## src/hw/rtl/tlfd_pkg.sv

```systemverilog
// ---------------------------------------------------------------------------
// Text or length frame deframer - package
// Field widths, opcodes, framing characters and inter-module structs.
// ---------------------------------------------------------------------------
package tlfd_pkg;

  // field widths
  localparam int unsigned OP_W    = 2;
  localparam int unsigned BYTE_W  = 8;
  localparam int unsigned TICK_W  = 16;
  localparam int unsigned ELAP_W  = 17;
  localparam int unsigned POS_W   = 5;
  localparam int unsigned MAX_OUT = 32;
  localparam int unsigned CNT_W   = $clog2(MAX_OUT + 1);

  // opcodes
  localparam logic [OP_W-1:0] OP_BYTE  = 2'd0;
  localparam logic [OP_W-1:0] OP_TICK  = 2'd1;
  localparam logic [OP_W-1:0] OP_START = 2'd2;

  // framing characters
  localparam logic [BYTE_W-1:0] START_BIN  = 8'hF1;
  localparam logic [BYTE_W-1:0] START_PLUS = 8'h2B;
  localparam logic [BYTE_W-1:0] START_OK   = 8'h4F;
  localparam logic [BYTE_W-1:0] CHAR_CR    = 8'h0D;
  localparam logic [BYTE_W-1:0] CHAR_LF    = 8'h0A;

  localparam logic [ELAP_W-1:0] ELAPSED_MAX = 17'h1FFFF;

  // readout request from parser to reader
  typedef struct packed {
    logic             valid;
    logic             timeout;
    logic             kind;
    logic [CNT_W-1:0] count;
  } emit_req_t;

  // reader status back to parser
  typedef struct packed {
    logic busy;
  } reader_stat_t;

endpackage

```

## src/hw/rtl/tlfd_in_if.sv

```systemverilog
// ---------------------------------------------------------------------------
// Text or length frame deframer - input channel
// Valid/ready channel carrying one received byte, tick or start item.
// ---------------------------------------------------------------------------
interface tlfd_in_if;
  import tlfd_pkg::*;

  logic              valid;
  logic              ready;
  logic [OP_W-1:0]   opcode;
  logic [BYTE_W-1:0] rx_byte;
  logic [TICK_W-1:0] timeout_ticks;

  modport source (output valid, output opcode, output rx_byte, output timeout_ticks,
                  input ready);
  modport sink   (input valid, input opcode, input rx_byte, input timeout_ticks,
                  output ready);
endinterface

```

## src/hw/rtl/tlfd_out_if.sv

```systemverilog
// ---------------------------------------------------------------------------
// Text or length frame deframer - output channel
// Valid/ready channel carrying one frame byte or timeout result.
// ---------------------------------------------------------------------------
interface tlfd_out_if;
  import tlfd_pkg::*;

  logic              valid;
  logic              ready;
  logic              status;
  logic              frame_kind;
  logic [BYTE_W-1:0] frame_byte;
  logic [POS_W-1:0]  byte_position;
  logic              last;

  modport source (output valid, output status, output frame_kind, output frame_byte,
                  output byte_position, output last, input ready);
  modport sink   (input valid, input status, input frame_kind, input frame_byte,
                  input byte_position, input last, output ready);
endinterface

```

## src/hw/rtl/tlfd_ram.sv

```systemverilog
// ---------------------------------------------------------------------------
// Text or length frame deframer - generic RAM
// One write port, one read port, registered read data.
// ---------------------------------------------------------------------------
module tlfd_ram #(
  parameter int unsigned Width = 8,
  parameter int unsigned Depth = 32
) (
  input  logic                     clk_i,
  input  logic                     we_i,
  input  logic [$clog2(Depth)-1:0] waddr_i,
  input  logic [Width-1:0]         wdata_i,
  input  logic                     re_i,
  input  logic [$clog2(Depth)-1:0] raddr_i,
  output logic [Width-1:0]         rdata_o
);

  logic [Width-1:0] mem_q [Depth];
  logic [Width-1:0] rdata_q;

  // write port
  always_ff @(posedge clk_i) begin
    if (we_i) begin
      mem_q[waddr_i] <= wdata_i;
    end
  end

  // read port, data holds while no read is issued
  always_ff @(posedge clk_i) begin
    if (re_i) begin
      rdata_q <= mem_q[raddr_i];
    end
  end

  assign rdata_o = rdata_q;

endmodule

```

## src/hw/rtl/tlfd_parser.sv

```systemverilog
// ---------------------------------------------------------------------------
// Text or length frame deframer - parser
// Hunts for a start byte, writes frame bytes into the store and decides
// when a frame is complete or the tick budget has run out.
// ---------------------------------------------------------------------------
module tlfd_parser #(
  parameter int unsigned BufferBytes = 32
) (
  input  logic                             clk_i,
  input  logic                             rst_ni,
  input  logic                             in_valid_i,
  output logic                             in_ready_o,
  input  logic [tlfd_pkg::OP_W-1:0]        opcode_i,
  input  logic [tlfd_pkg::BYTE_W-1:0]      rx_byte_i,
  input  logic [tlfd_pkg::TICK_W-1:0]      timeout_ticks_i,
  input  tlfd_pkg::reader_stat_t           stat_i,
  output logic                             we_o,
  output logic [$clog2(BufferBytes)-1:0]   waddr_o,
  output logic [tlfd_pkg::BYTE_W-1:0]      wdata_o,
  output tlfd_pkg::emit_req_t              req_o
);
  import tlfd_pkg::*;

  localparam int unsigned FillW = $clog2(BufferBytes + 1);
  localparam int unsigned AddrW = $clog2(BufferBytes);
  localparam int unsigned CmpW  = (FillW > CNT_W) ? FillW : CNT_W;

  logic [FillW-1:0]  fill_q, fill_d;
  logic [BYTE_W-1:0] rem_q, rem_d;
  logic [ELAP_W-1:0] elapsed_q, elapsed_d, elapsed_inc;
  logic [TICK_W-1:0] limit_q, limit_d;
  logic              armed_q, armed_d;
  logic              kind_q, kind_d;

  logic              accept;
  logic              store;
  logic              done;
  logic              emit;
  logic              is_start;
  logic [FillW-1:0]  emit_n;
  logic [CmpW-1:0]   emit_ext;

  assign in_ready_o  = !stat_i.busy;
  assign accept      = in_valid_i && in_ready_o;
  assign is_start    = (rx_byte_i == START_PLUS) || (rx_byte_i == START_OK) ||
                       (rx_byte_i == START_BIN);
  assign elapsed_inc = (elapsed_q == ELAPSED_MAX) ? elapsed_q : elapsed_q + ELAP_W'(1);

  // next state of the read
  always_comb begin
    fill_d    = fill_q;
    rem_d     = rem_q;
    elapsed_d = elapsed_q;
    limit_d   = limit_q;
    armed_d   = armed_q;
    kind_d    = kind_q;
    store     = 1'b0;
    done      = 1'b0;
    emit      = 1'b0;
    emit_n    = fill_q;
    req_o     = '0;
    if (accept) begin
      unique case (opcode_i)
        OP_START: begin
          fill_d    = '0;
          rem_d     = '0;
          elapsed_d = '0;
          limit_d   = timeout_ticks_i;
          armed_d   = 1'b1;
        end
        OP_TICK: begin
          if (armed_q) begin
            elapsed_d = elapsed_inc;
            if (elapsed_inc > {1'b0, limit_q}) begin
              req_o.valid   = 1'b1;
              req_o.timeout = 1'b1;
              armed_d       = 1'b0;
              fill_d        = '0;
            end
          end
        end
        OP_BYTE: begin
          if (armed_q) begin
            if (fill_q >= FillW'(BufferBytes)) begin
              // store full: empty it and drop the byte
              fill_d = '0;
            end else if (fill_q != '0 || is_start) begin
              store = 1'b1;
              if (fill_q == FillW'(2) && kind_q) begin
                rem_d = rx_byte_i;
              end else if (rem_q != '0) begin
                rem_d = rem_q - BYTE_W'(1);
                done  = (rem_q == BYTE_W'(1));
              end else if (fill_q != '0 && !kind_q) begin
                if (rx_byte_i == CHAR_CR) begin
                  store = 1'b0;
                end else if (rx_byte_i == CHAR_LF) begin
                  store = 1'b0;
                  emit  = 1'b1;
                end
              end
              if (store) begin
                if (fill_q == '0) begin
                  kind_d = (rx_byte_i == START_BIN);
                end
                fill_d = fill_q + FillW'(1);
                emit_n = fill_q + FillW'(1);
                emit   = done;
              end
            end
          end
        end
        default: begin
        end
      endcase
    end
    // completed frame: hand over to the reader, capped at the output limit
    emit_ext = CmpW'(emit_n);
    if (emit) begin
      req_o.valid = 1'b1;
      req_o.kind  = kind_d;
      req_o.count = (emit_ext > CmpW'(MAX_OUT)) ? CNT_W'(MAX_OUT) : CNT_W'(emit_ext);
      armed_d     = 1'b0;
      fill_d      = '0;
    end
  end

  assign we_o    = store;
  assign waddr_o = fill_q[AddrW-1:0];
  assign wdata_o = rx_byte_i;

  // state registers
  always_ff @(posedge clk_i or negedge rst_ni) begin
    if (!rst_ni) begin
      fill_q    <= '0;
      rem_q     <= '0;
      elapsed_q <= '0;
      limit_q   <= '0;
      armed_q   <= 1'b0;
      kind_q    <= 1'b0;
    end else begin
      fill_q    <= fill_d;
      rem_q     <= rem_d;
      elapsed_q <= elapsed_d;
      limit_q   <= limit_d;
      armed_q   <= armed_d;
      kind_q    <= kind_d;
    end
  end

endmodule

```

## src/hw/rtl/tlfd_reader.sv

```systemverilog
// ---------------------------------------------------------------------------
// Text or length frame deframer - reader
// Walks the store one byte per read and drives the result register,
// or gives the single timeout result.
// ---------------------------------------------------------------------------
module tlfd_reader #(
  parameter int unsigned BufferBytes = 32
) (
  input  logic                             clk_i,
  input  logic                             rst_ni,
  input  tlfd_pkg::emit_req_t              req_i,
  output tlfd_pkg::reader_stat_t           stat_o,
  output logic                             re_o,
  output logic [$clog2(BufferBytes)-1:0]   raddr_o,
  input  logic [tlfd_pkg::BYTE_W-1:0]      rdata_i,
  output logic                             out_valid_o,
  input  logic                             out_ready_i,
  output logic                             status_o,
  output logic                             frame_kind_o,
  output logic [tlfd_pkg::BYTE_W-1:0]      frame_byte_o,
  output logic [tlfd_pkg::POS_W-1:0]       byte_position_o,
  output logic                             last_o
);
  import tlfd_pkg::*;

  localparam int unsigned AddrW = $clog2(BufferBytes);

  typedef enum logic [1:0] {
    R_IDLE,
    R_READ,
    R_DRAIN
  } rd_state_e;

  rd_state_e        state_q;
  logic [CNT_W-1:0] ptr_q;
  logic [CNT_W-1:0] cnt_q;
  logic             kind_q;
  logic             valid_q;
  logic             status_q;
  logic [POS_W-1:0] pos_q;
  logic             last_q;

  logic             issue;
  logic             taken;
  logic             is_final;

  assign taken    = valid_q && out_ready_i;
  assign issue    = (state_q == R_READ) && (!valid_q || out_ready_i);
  assign is_final = ((ptr_q + CNT_W'(1)) == cnt_q);

  assign re_o    = issue;
  assign raddr_o = AddrW'(ptr_q);

  // readout sequencer and result register
  always_ff @(posedge clk_i or negedge rst_ni) begin
    if (!rst_ni) begin
      state_q  <= R_IDLE;
      valid_q  <= 1'b0;
      status_q <= 1'b0;
      ptr_q    <= '0;
      cnt_q    <= '0;
      kind_q   <= 1'b0;
      pos_q    <= '0;
      last_q   <= 1'b0;
    end else begin
      unique case (state_q)
        R_IDLE: begin
          if (req_i.valid && req_i.timeout) begin
            valid_q  <= 1'b1;
            status_q <= 1'b1;
            pos_q    <= '0;
            last_q   <= 1'b1;
            state_q  <= R_DRAIN;
          end else if (req_i.valid) begin
            ptr_q    <= '0;
            cnt_q    <= req_i.count;
            kind_q   <= req_i.kind;
            status_q <= 1'b0;
            state_q  <= R_READ;
          end
        end
        R_READ: begin
          if (issue) begin
            valid_q <= 1'b1;
            pos_q   <= ptr_q[POS_W-1:0];
            last_q  <= is_final;
            ptr_q   <= ptr_q + CNT_W'(1);
            if (is_final) begin
              state_q <= R_DRAIN;
            end
          end else if (taken) begin
            valid_q <= 1'b0;
          end
        end
        R_DRAIN: begin
          if (taken) begin
            valid_q <= 1'b0;
            state_q <= R_IDLE;
          end
        end
        default: begin
          state_q <= R_IDLE;
        end
      endcase
    end
  end

  assign stat_o.busy     = (state_q != R_IDLE);
  assign out_valid_o     = valid_q;
  assign status_o        = status_q;
  assign frame_kind_o    = status_q ? 1'b0 : kind_q;
  assign frame_byte_o    = status_q ? '0 : rdata_i;
  assign byte_position_o = pos_q;
  assign last_o          = last_q;

endmodule

```

## src/hw/rtl/text_or_length_frame_deframer_unit.sv

```systemverilog
// ---------------------------------------------------------------------------
// Text or length frame deframer unit
// Captures one text line or length-counted binary frame per armed read.
// ---------------------------------------------------------------------------
// A start item arms a read with a tick budget; received bytes are then
// parsed and written into a frame store RAM, one item per cycle while the
// reader is idle. When a frame completes, the input stops accepting items
// and the frame is read back out of the store through its single read port,
// one byte per cycle while the result side keeps ready high. A timeout gives
// one result and holds the input until that result is taken.
// The store needs no clearing after reset.
module text_or_length_frame_deframer_unit #(
  parameter int unsigned BufferBytes = 32
) (
  input  logic        clk_i,
  input  logic        rst_ni,
  tlfd_in_if.sink     in_i,
  tlfd_out_if.source  out_o
);
  import tlfd_pkg::*;

  localparam int unsigned AddrW = $clog2(BufferBytes);

  emit_req_t         req;
  reader_stat_t      stat;
  logic              we;
  logic [AddrW-1:0]  waddr;
  logic [BYTE_W-1:0] wdata;
  logic              re;
  logic [AddrW-1:0]  raddr;
  logic [BYTE_W-1:0] rdata;

  // parser and store writes
  tlfd_parser #(.BufferBytes(BufferBytes)) u_parser (
    .clk_i           (clk_i),
    .rst_ni          (rst_ni),
    .in_valid_i      (in_i.valid),
    .in_ready_o      (in_i.ready),
    .opcode_i        (in_i.opcode),
    .rx_byte_i       (in_i.rx_byte),
    .timeout_ticks_i (in_i.timeout_ticks),
    .stat_i          (stat),
    .we_o            (we),
    .waddr_o         (waddr),
    .wdata_o         (wdata),
    .req_o           (req)
  );

  // frame store
  tlfd_ram #(.Width(BYTE_W), .Depth(BufferBytes)) u_store (
    .clk_i   (clk_i),
    .we_i    (we),
    .waddr_i (waddr),
    .wdata_i (wdata),
    .re_i    (re),
    .raddr_i (raddr),
    .rdata_o (rdata)
  );

  // readout
  tlfd_reader #(.BufferBytes(BufferBytes)) u_reader (
    .clk_i           (clk_i),
    .rst_ni          (rst_ni),
    .req_i           (req),
    .stat_o          (stat),
    .re_o            (re),
    .raddr_o         (raddr),
    .rdata_i         (rdata),
    .out_valid_o     (out_o.valid),
    .out_ready_i     (out_o.ready),
    .status_o        (out_o.status),
    .frame_kind_o    (out_o.frame_kind),
    .frame_byte_o    (out_o.frame_byte),
    .byte_position_o (out_o.byte_position),
    .last_o          (out_o.last)
  );

endmodule

```

## src/flat_wrapper.sv

```systemverilog
// flat-port wrapper written by rule: the top's interface ports become plain ports
module text_or_length_frame_deframer_unit_flat import tlfd_pkg::*;
#(
  parameter int unsigned BufferBytes = 32
)
  (clk_i, rst_ni, in_i_valid, in_i_opcode, in_i_rx_byte, in_i_timeout_ticks, in_i_ready, out_o_valid, out_o_status, out_o_frame_kind, out_o_frame_byte, out_o_byte_position, out_o_last, out_o_ready);
  tlfd_in_if in_i_i ();
  tlfd_out_if out_o_i ();
  input  logic clk_i;
  input  logic rst_ni;
  input wire logic [$bits(in_i_i.valid)-1:0] in_i_valid;
  input wire logic [$bits(in_i_i.opcode)-1:0] in_i_opcode;
  input wire logic [$bits(in_i_i.rx_byte)-1:0] in_i_rx_byte;
  input wire logic [$bits(in_i_i.timeout_ticks)-1:0] in_i_timeout_ticks;
  output wire logic [$bits(in_i_i.ready)-1:0] in_i_ready;
  output wire logic [$bits(out_o_i.valid)-1:0] out_o_valid;
  output wire logic [$bits(out_o_i.status)-1:0] out_o_status;
  output wire logic [$bits(out_o_i.frame_kind)-1:0] out_o_frame_kind;
  output wire logic [$bits(out_o_i.frame_byte)-1:0] out_o_frame_byte;
  output wire logic [$bits(out_o_i.byte_position)-1:0] out_o_byte_position;
  output wire logic [$bits(out_o_i.last)-1:0] out_o_last;
  input wire logic [$bits(out_o_i.ready)-1:0] out_o_ready;
  assign in_i_i.valid = in_i_valid;
  assign in_i_i.opcode = in_i_opcode;
  assign in_i_i.rx_byte = in_i_rx_byte;
  assign in_i_i.timeout_ticks = in_i_timeout_ticks;
  assign in_i_ready = in_i_i.ready;
  assign out_o_valid = out_o_i.valid;
  assign out_o_status = out_o_i.status;
  assign out_o_frame_kind = out_o_i.frame_kind;
  assign out_o_frame_byte = out_o_i.frame_byte;
  assign out_o_byte_position = out_o_i.byte_position;
  assign out_o_last = out_o_i.last;
  assign out_o_i.ready = out_o_ready;
  text_or_length_frame_deframer_unit #(.BufferBytes(BufferBytes)) u_core (.clk_i(clk_i), .rst_ni(rst_ni), .in_i(in_i_i), .out_o(out_o_i));
endmodule
```

## config.mk

```make
export PLATFORM = sky130hd
export DESIGN_NAME = text_or_length_frame_deframer_unit_flat
export DESIGN_NICKNAME = d
export VERILOG_FILES = /design/src/hw/rtl/tlfd_pkg.sv /design/src/hw/rtl/tlfd_in_if.sv /design/src/hw/rtl/tlfd_out_if.sv /design/src/hw/rtl/tlfd_ram.sv /design/src/hw/rtl/tlfd_parser.sv /design/src/hw/rtl/tlfd_reader.sv /design/src/hw/rtl/text_or_length_frame_deframer_unit.sv /design/src/flat_wrapper.sv
export SDC_FILE = /design/constraint.sdc
export NUM_CORES = 1
export LEC_CHECK = 0
export BUFFER_PORTS_ARGS = -buffer_cell sky130_fd_sc_hd__buf_4
export CORE_UTILIZATION = 36
export DETAILED_ROUTE_END_ITERATION = 8
export PLACE_DENSITY = 0.61
export REMOVE_ABC_BUFFERS = 1
export SYNTH_ARGS = -nofsm -noshare
export SYNTH_HDL_FRONTEND = slang
export SYNTH_SLANG_ARGS = --single-unit
```

## constraint.sdc

```tcl
create_clock -name clk_i -period 4.2 [get_ports clk_i]
set_clock_uncertainty 0.1 [all_clocks]
set_input_delay 0.21 -clock clk_i [delete_from_list [all_inputs] [get_ports clk_i]]
set_output_delay 0.21 -clock clk_i [all_outputs]
set_load 0.005 [all_outputs]
```

Word-level counts from Yosys, hierarchy flattened
Memories as Yosys holds them, arrays and structs flattened. A register that Yosys moved wholly into a read port is not among the register bits.
Index checks and enable logic that the tools add are counted.
{ "totals": {"register_bits": 72, "ramBits": 256, "in_bits": 30, "output_inout_bits": 18, "word_cells": 183, "mem_count": 1} }
{ "op_classes": {"add_sub_neg": 4, "magnitude_cmp": 3, "n_eq_ne": 28, "mux": 94, "n_bitwise": 1, "n_reduce_logical": 38} }
{ "mem_list": {"columns": ["memory", "depth", "word_bits", "rd", "rd_clocked_by_memory_dff", "wr", "line", "rtl"], "rows": [
  ["u_core.u_store.mem_q", 32, 8, 1, 1, 1, "tlfd_ram.sv:18", "logic [Width-1:0] mem_q [Depth];"]
]} }
{ "ops": {"columns": ["operator", "count"], "rows": [
  ["6-bit 2-to-1 mux", 16],
  ["1-bit 2-to-1 mux", 49],
  ["8-bit 2-to-1 mux", 6],
  ["17-bit 2-to-1 mux", 2],
  ["17-bit case mux with 2 select lines", 1],
  ["2-bit 2-to-1 mux", 9],
  ["2-bit != test (second input constant)", 9],
  ["6-bit case mux with 3 select lines", 1],
  ["17-bit by 1-bit adder with 17-bit output (second input constant)", 1],
  ["17-bit equality test (second input constant)", 1],
  ["17-bit by 16-bit > comparator with 1-bit output", 1],
  ["8-bit by 4-bit equality test with 1-bit output (second input constant)", 2],
  ["8-bit case mux with 2 select lines", 1],
  ["3-bit != test (second input constant)", 5],
  ["6-bit by 1-bit adder with 6-bit output (second input constant)", 2],
  ["6-bit case mux with 2 select lines", 1],
  ["2-bit nonzero test", 6],
  ["5-bit 2-to-1 mux", 2],
  ["5-bit case mux with 2 select lines", 1],
  ["3-bit AND reduction", 3],
  ["8-bit by 1-bit equality test with 1-bit output (second input constant)", 1],
  ["8-bit by 6-bit equality test with 1-bit output (second input constant)", 1],
  ["8-bit by 7-bit equality test with 1-bit output (second input constant)", 1],
  ["8-bit equality test (second input constant)", 1],
  ["26 further kinds", 45]
]} }

Longest topological paths before layout
Gate-level depths: netlist of the first run.
{ "logic_depth": {"ltp_word": 21, "mapped_depth": 16, "depth_no_buf": 15} }

Hierarchy
Synthesis of the first run repeated with hierarchy kept, for this count alone.
{ "unflattened": {"cells_unflattened": 992, "hier_area_um2": 15128.3} }
{ "modules_own_cells": {"columns": ["mod", "instances", "cells_each", "area_per_inst_um2", "seq_area_each_um2"], "rows": [
  ["tlfd_ram", 1, 417, 10133.5, 7927.6],
  ["tlfd_parser", 1, 430, 3585.9, 1226.2],
  ["tlfd_reader", 1, 145, 1408.9, 575.6]
]} }

Worst setup path after synthesis of the first run
Ideal clock, no wire load.
{ "synth_path": {"path_kind": "register -> register", "from": "reg u_core.u_parser.elapsed_q[0]", "to": "reg u_core.u_reader.pos_q[0] (netlist: u_core.u_reader.byte_position_o[0])", "setup_time_ps": 136, "arrival_time_ps": 3681, "required_ps": 3964, "slack_ps": 283, "stages_incl_launch_ff": 17, "n_path_buf": 1, "synth_period_minus_slack_ps": 3917, "cell_sequence": "dfrtp_1 ha_1 nand2_1 nor3_1 nand3_1 and2_1 clkbuf_1 and3_1 xor2_1 ha_1 a21oi_1 o21ai_0 a211oi_1 a21oi_1 o21ai_0 a21oi_1 o2bb2ai_1"} }
{ "synth_between": {"elab_chain_len": 11, "elab_cells_between_ends": 12, "classes_between": "add/sub (1); order compare (1); eq/ne (2); mux (6); reduce/logical (2)"} }
{ "synth_lines": {"columns": ["item", "line", "rtl"], "rows": [
  ["start: declaration", "tlfd_parser.sv:30", "logic [ELAP_W-1:0] elapsed_q, elapsed_d, elapsed_inc;"],
  ["start signal: assignment", "tlfd_parser.sv:144", "elapsed_q <= elapsed_d;"],
  ["17-bit by 1-bit adder with 17-bit output / 17-bit equality test (equally long branches)", "tlfd_parser.sv:47", "assign elapsed_inc = (elapsed_q == ELAPSED_MAX) ? elapsed_q : elapsed_q + ELAP_W'(1);"],
  ["17-bit 2-to-1 mux (*)", "tlfd_parser.sv:47", null],
  ["17-bit by 16-bit > comparator with 1-bit output (*)", "tlfd_parser.sv:74", "if (elapsed_inc > {1'b0, limit_q}) begin"],
  ["2-bit 2-to-1 mux (*)", "tlfd_parser.sv:74", null],
  ["2-bit 2-to-1 mux (*)", "tlfd_parser.sv:72", "if (armed_q) begin"],
  ["2-bit 2-to-1 mux (*)", "tlfd_parser.sv:63", "unique case (opcode_i)"],
  ["2-bit 2-to-1 mux (*)", "tlfd_parser.sv:62", "if (accept) begin"],
  ["1-bit 2-to-1 mux", "tlfd_parser.sv:119", "if (emit) begin"],
  ["1-bit logical AND (*)", "tlfd_reader.sv:68", "if (req_i.valid && req_i.timeout) begin"],
  ["2-bit != test (no line) (*)", null, null],
  ["3-bit AND reduction (no line) (*)", null, null],
  ["end signal: assignment", "tlfd_reader.sv:85", "pos_q <= ptr_q[POS_W-1:0];"],
  ["end: declaration", "tlfd_reader.sv:40", "logic [POS_W-1:0] pos_q;"]
]} }
Mark *: on every way between the ends. The rest lies on a longest branch, timed or not.
A chain may end at the register's enable or synchronous reset.

Worst setup path in the final report of the first run
{ "layout_path": {"from": "reg u_core.u_parser.elapsed_q[9]", "to": "reg u_core.u_reader.pos_q[0] (netlist: u_core.u_reader.byte_position_o[0])"} }
Same word-level chain as after synthesis.

==> flow_summary.ini, run 1 <==
[die]
core-area_um2 = 40920
fp-row-count = 74
start_util_pct = 36.50
die_width_um = 205.7
io_pins = 48
dieHeight_um = 205.7
die_area_um2 = 42310

[drt]
drt_iter0_drc = 597
vias = 8570
via_per_inst = 5.242
drt-total-wl_mm = 32.16
drc = 0
wl_per_cell_um = 19.67
firstDrtPassIters = 5
drtAntennaViolNets = 0

[place]
placed_area_um2 = 16180
placedCellCount = 1544
dpl_worst_slack_ns = 0.2284
dpl.hpwl_mm = 20.92
portBuffers = 47
gp_congestion = 0.8450

[grt]
grt-ovfl-total = 0
grt_pass1_vias = 8677
grt_pass1_wl_mm = 49.88
grt.total_usage_pct = 15.53
antenna_found_initial = 0
grt_max_degree = 73

[critical_path]
critPathBufInv = 2
required_ns = 4.49
slowest_delay_ns = 0.43
timing.rr.start = u_core.u_parser.elapsed_q[9]
reg2reg_setup_slack_ns = 0.30
ff2ff_path_depth = 16
critPathCaptureType = register
critPathTopFamily = simple AND/OR/NAND/NOR gates
crit_chain = and4_1 -> and3_1 -> and3_1 -> nor4_2 -> buf_4 -> nand4_1 -> xnor2_1 -> ha_1 -> nand4_1 -> nor3_1 -> a211oi_2 -> a21oi_1 -> o21ai_0 -> buf_4 -> a32oi_2 -> o2bb2ai_1
worst_r2r_endpoint = u_core.u_reader.byte_position_o[0]
arrival_ns = 4.19
cp-start-kind = register
critical_path_class = register to register
critPathMaxFanout = 6
crit_slowest_cell = dfrtp_1

[timing]
setup_ws_ns = 0.3037
hold_viol_final = 0
max_freq_mhz = 256.7
fin_crit_ns = 3.896
timing.final.crit_share_pct = 92.77
slew_headroom_pct = 36.60
final-setup-viol-count = 0
worst_hold_slack_ns = 0.005952
fin_setup_tns_ns = 0
finalMaxSlewViolations = 0
worst_pin_slew_ns = 0.9510
rsz0062_at_grt = no

[power]
p_per_area_nw_per_um2 = 431.1
p_total_mw = 7.600
p_leak_nw = 6.228
ir_worst_vdd_mv = 0.2625

[finish]
seqCellArea_um2 = 9734
multiInputGateArea_um2 = 4901
fin_area_um2 = 17630
layout.cells.non_filler = 1635
final_core_util_pct = 43.08
final_nets = 1131
syn_to_final_growth_pct = 18.03
drive_above_1_share_pct = 25.93
fillers = 3654
antennaDiodeCount = 0

[synthesis]
synth_edf_count = 264
synthFlopType = edfxtp_1
synth_cells = 955
postSynthAreaPerCell_um2 = 15.64
synthDistinctLibCells = 74
synth_area_um2 = 14940
synth_seq_area_share_pct = 65.13
synth-seq-cells = 336
yosysWarningCount = 0
async_reset_ff_share_pct = 21.43

[clock_network]
cts_sinks = 336
cts_max_level = 2
cts_made_buffers = 37
clock-root-buffer = clkbuf_16
clockBufferDepth = 3
cts_setup_buffers = 0
cts_tree = built
clk_pin_slew_ns = 0.06
insertion_delay_ns = 0.53

[worst_hold_path]
hold_path.class = input pin to register
hold_depth = 1
hp-start = in_i_rx_byte[4]
whs_endpoint = u_core.u_store.mem_q[17][4]

[run_status]
status = completed

[run]
drv_cap = 0
==> worst max path at each step <==
stage / startpoint / endpoint / cells past startpoint
finish: u_core.u_parser.elapsed_q[9] / u_core.u_reader.byte_position_o[0] / 16
global route: u_core.u_parser.elapsed_q[9] / u_core.u_reader.byte_position_o[0] / 16
CTS: u_core.u_parser.elapsed_q[9] / u_core.u_reader.byte_position_o[0] / 16
detailed placement: u_core.u_parser.elapsed_q[9] / u_core.u_reader.byte_position_o[0] / 16
global placement: u_core.u_parser.elapsed_q[9] / u_core.u_reader.byte_position_o[1] / 16
floorplan: u_core.u_reader.ptr_q[0] / u_core.u_store.rdata_o[0] / 3
==> timing repair <==
item                                    in CTS  in global routing
endpoints found under the hold margin      121                  0
endpoints found under the setup margin       0                  6
gates resized for setup                      0                  4
hold buffers                                23                  0
==> state kept, by name, indices dropped and copies added, names as in the netlist, 6 cells and up <==
register and flops:
u_core.u_store.rdata_o 8, u_core.u_reader.cnt_q 6, u_core.u_parser.fill_q 6, u_core.u_parser.limit_q 16, u_core.u_parser.elapsed_q 17, u_core.u_reader.ptr_q 6, u_core.u_parser.rem_q 8, u_core.u_store.mem_q 256
==> final cells by class <==
type / instances / share of cell area (%)
Sequential cell: 336 / 55.21
Inverter: 34 / 0.7239
Clock inverter: 26 / 1.306
Clock buffer: 42 / 5.479
Timing Repair Buffer: 123 / 5.706
Multi-Input combinational cell: 542 / 27.80
Tap cell: 532 / 3.775
==> power breakdown <==
| group | switching (mW) | leakage [nW] | internal (mW) |
|---|---|---|---|
| sequential | 0.0871 | 3.32 | 3.69 |
| clock | 1.32 | 0.583 | 1.85 |
| combinational | 0.374 | 2.32 | 0.277 |
==> layer usage <==
layer  up-vias  global-route usage (%)  wire [µm]
met3        49                   3.120       1724
met5         -                       0          0
met2       207                   25.61      15380
met1      4349                   20.81      14430
li1       3965                       -          -
met4         0                   4.180        625
==> synthesized netlist by cell type (12+ instances only) <==
cell type	number	area share, %
xnor2_1	16	0.94
nand3_1	26	0.87
a21oi_1	36	1.2
nor3_1	13	0.44
mux2_2	25	1.9
inv_1	34	0.85
o21ai_0	35	1.2
nand2_1	65	1.6
edfxtp_1	264	53
dfrtp_1	72	12
nor2b_1	12	0.50
mux4_2	80	12
clkbuf_1	25	0.63
ha_1	27	2.3
nor2_1	57	1.4
xor2_1	13	0.76
==> logic make-up (layout without fill, tap and decap cells) <==
kind of cell             after synthesis  in the layout  share of synthesized area (%)
adder cells (fa/ha/maj)               27             27                          2.261
XOR/XNOR                              29             29                          1.700
multiplexers                         107            107                          14.09
AO/OA/AOI/OAI                        130            130                          5.578
buffers and inverters                 77            225                          2.236
AND/OR/NAND/NOR                      249            249                          9.004
flip-flops                           336            336                          65.13
==> worst register-to-register path: stages, from the launching register on <==
cell,delay (ns)
dfrtp_1,0.43
and4_1,0.25
and3_1,0.21
and3_1,0.27
nor4_2,0.27
buf_4,0.19
nand4_1,0.15
xnor2_1,0.17
ha_1,0.29
nand4_1,0.12
nor3_1,0.26
a211oi_2,0.11
a21oi_1,0.20
o21ai_0,0.12
buf_4,0.18
a32oi_2,0.31
o2bb2ai_1,0.14
==> placed cells by master, fill, tap and decap left out, drive strengths merged, types with 5 or more instances in the layout <==
master | Yosys | layout
nand2 | 66 | 66
nand4 | 8 | 8
nor4 | 6 | 6
a22o | 8 | 8
o2bb2ai | 5 | 5
or4b | 5 | 5
clkbuf | 27 | 42
o21ai | 42 | 42
xnor2 | 16 | 16
nor2 | 57 | 57
mux2 | 26 | 26
nor4b | 5 | 5
inv | 34 | 36
dlygate4sd3 | 0 | 23
clkinv | 0 | 19
and2 | 6 | 6
mux4 | 80 | 80
xor2 | 13 | 13
ha | 27 | 27
nor3 | 14 | 14
nor2b | 12 | 12
and3 | 11 | 11
buf | 14 | 100
a211oi | 8 | 8
edfxtp | 264 | 264
a31oi | 6 | 6
dfrtp | 72 | 72
nand3 | 26 | 26
nand3b | 9 | 9
a21oi | 36 | 36
Note: power is estimated with default switching activity, not from simulation.
==> run 2: changes to the inputs <==
--- a/config.mk
+++ b/config.mk
@@ -6,9 +6,9 @@
 export NUM_CORES = 1
 export LEC_CHECK = 0
 export BUFFER_PORTS_ARGS = -buffer_cell sky130_fd_sc_hd__buf_4
-export CORE_UTILIZATION = 36
+export CORE_UTILIZATION = 30
 export DETAILED_ROUTE_END_ITERATION = 8
-export PLACE_DENSITY = 0.61
+export PLACE_DENSITY = 0.52
 export REMOVE_ABC_BUFFERS = 1
 export SYNTH_ARGS = -nofsm -noshare
 export SYNTH_HDL_FRONTEND = slang
==> constraint.sdc (replaced) <==
create_clock -name clk_i -period 4.53 [get_ports clk_i]
set_clock_uncertainty 0.1 [all_clocks]
set_input_delay 0.2265 -clock clk_i [delete_from_list [all_inputs] [get_ports clk_i]]
set_output_delay 0.2265 -clock clk_i [all_outputs]
set_load 0.005 [all_outputs]
==> flow_summary.ini, run 2 (synthesized netlist as in run 1, its figures left out) <==
[grt]
grtUsageMet1_pct = 19.89
met2_usage_pct = 21.14
grt_pass1_vias = 8659
grt_max_degree = 73
grt_pass1_wl_mm = 53.09
met3_usage_pct = 3.025
grt-ovfl-total = 0
grt.total_usage_pct = 13.78
antenna_found_initial = 0
gr-max-usage-layer = met2

[worst_hold_path]
hold_path.class = input pin to register
hp-start = in_i_rx_byte[3]
hold_depth = 1

[timing]
finalMaxSlewViolations = 0
max_freq_mhz = 235.5
worst_pin_slew_ns = 1.011
setup_ws_ns = 0.2841
final-setup-viol-count = 0
rsz0062_at_grt = no
fin_setup_tns_ns = 0
hold_viol_final = 0
slew_headroom_pct = 32.62
fin_crit_ns = 4.246
timing.final.crit_share_pct = 93.73

[finish]
antennaDiodeCount = 0
final_nets = 1119
top_register = u_core.u_store.mem_q
drive_above_1_share_pct = 24.84
largestRegisters = u_core.u_store.mem_q (256), u_core.u_parser.elapsed_q (17), u_core.u_parser.limit_q (16)
largest_reg_flops = 256
syn_to_final_growth_pct = 18.05
final_cell_mix = 264 x edfxtp_1, 88 x buf_4, 80 x mux4_2
layout_commonest_cell = edfxtp_1

[critical_path]
critPathMaxFanout = 8
cp-start-kind = register
critPathBufInv = 1
slowest_delay_ns = 0.59
critPathCaptureType = register
crit_chain = and4_1 -> and3_1 -> and3_1 -> nor3_1 -> and3_1 -> xor2_1 -> ha_1 -> nand4_1 -> nor3_1 -> o21ai_0 -> a21oi_1 -> o211ai_1 -> a21oi_1 -> nor3_1 -> dlygate4sd3_1
worst-path-stages = 15
critical_path_class = register to register
ff2ff_path_depth = 15
critPathTopFamily = simple AND/OR/NAND/NOR gates
timing.rr.start = u_core.u_parser.elapsed_q[8]
arrival_ns = 4.56
crit_slowest_cell = dlygate4sd3_1
crit_start = u_core.u_parser.elapsed_q[8]
required_ns = 4.84

[drt]
drt-total-wl_mm = 34.29
drtAntennaViolNets = 0
drc = 0
drt_iter0_drc = 748
firstDrtPassIters = 5
wl_per_cell_um = 19.54
via_per_inst = 4.876
vias = 8558

[die]
die_width_um = 225.1
fp-row-count = 81
start_util_pct = 30.45
die_area_um2 = 50690
core-area_um2 = 49050
io_pins = 48
dieHeight_um = 225.1

[clock_network]
cts_made_buffers = 38
clock-root-buffer = clkbuf_16
clk_pin_slew_ns = 0.06
cts_max_level = 2
cts_setup_buffers = 0
clockBufferDepth = 3
cts_sinks = 336
insertion_delay_ns = 0.53
cts_tree = built

[run]
drv_cap = 0

[power]
ir_worst_vdd_mv = 0.3011
p_per_area_nw_per_um2 = 392.6
p_leak_nw = 6.140
p_total_mw = 6.923

[place]
gp_congestion = 0.7675
dpl_worst_slack_ns = 0.3638
portBuffers = 47
dpl.hpwl_mm = 21.37

[run_status]
status = completed
==> run 2: cell count changes in the layout (fill, tap and decap cells not counted), sizes merged <==
cell and delta:
buf -10, bufinv -3, clkbuf +14, clkinv -7, clkinvlp -1, dlygate4sd3 -3
inv -2
==> run 2: routing by layer <==
layer,wire [µm],vias to the layer above
li1,-,3940
met1,16390,4414
met2,15520,169
met3,1882,35
met4,496,0
met5,0,-
==> run 2: stage by stage <==
stage / cells / instance area [µm²] / utilization [%] / hold slack, ns
6_report: 1755 / 17630 / 35.95 / 0.06982
4_1_cts: 1755 / 17620 / 35.92 / 0.05156
3_5_place_dp: 1666 / 16270 / 33.18 / 0.3636
2_1_floorplan: 912 / 14730 / - / -0.1691
5_1_grt: 1755 / 17630 / 35.95 / 0.06877
3_3_place_gp: 1666 / 16270 / 33.18 / 0.3560
==> run 2: layout make-up <==
| type | instances | area (µm²) |
|---|---|---|
| sequential | 336 | 9734 |
| fill | 4693 | 31420 |
| multi-input combinational | 542 | 4895 |
| clock inverter | 13 | 86.33 |
| timing repair buffer | 110 | 900.9 |
| clock buffer | 56 | 1060 |
| tap | 664 | 830.8 |
| inverter | 34 | 127.6 |
==> run 2: path summary, 6_finish.rpt <==
check	end	slack [ns]
min in group asynchronous	u_core.u_reader.ptr_q[3]	0.28
hold reg to reg	u_core.u_reader.cnt_q[4]	0.39
setup reg to reg	u_core.u_parser.armed_q	0.28
max in group asynchronous	u_core.u_reader.ptr_q[0]	3.33
hold / removal	u_core.u_store.mem_q[27][3]	0.07
setup / recovery	u_core.u_parser.armed_q	0.28
==> run 2: power breakdown <==
| group | internal (mW) | switching (mW) | leakage (nW) |
|---|---|---|---|
| Combinational | 0.254 | 0.334 | 2.26 |
| Sequential | 3.42 | 0.0776 | 3.32 |
| Clock | 1.63 | 1.21 | 0.559 |
==> run 2: what timing repair did <==
action	in CTS	in global routing
resized for setup	0	3
hold buffers	20	0
endpoints found under the hold margin	90	0
setup endpoints to repair	0	1
==> run 2: worst register-to-register path, cell delays in order (launching register included) <==
cell and delay [ns]:
dfrtp_1 0.45, and4_1 0.28, and3_1 0.22, and3_1 0.28
nor3_1 0.41, and3_1 0.28, xor2_1 0.08, ha_1 0.30
nand4_1 0.20, nor3_1 0.24, o21ai_0 0.14, a21oi_1 0.20
o211ai_1 0.14, a21oi_1 0.17, nor3_1 0.06, dlygate4sd3_1 0.59
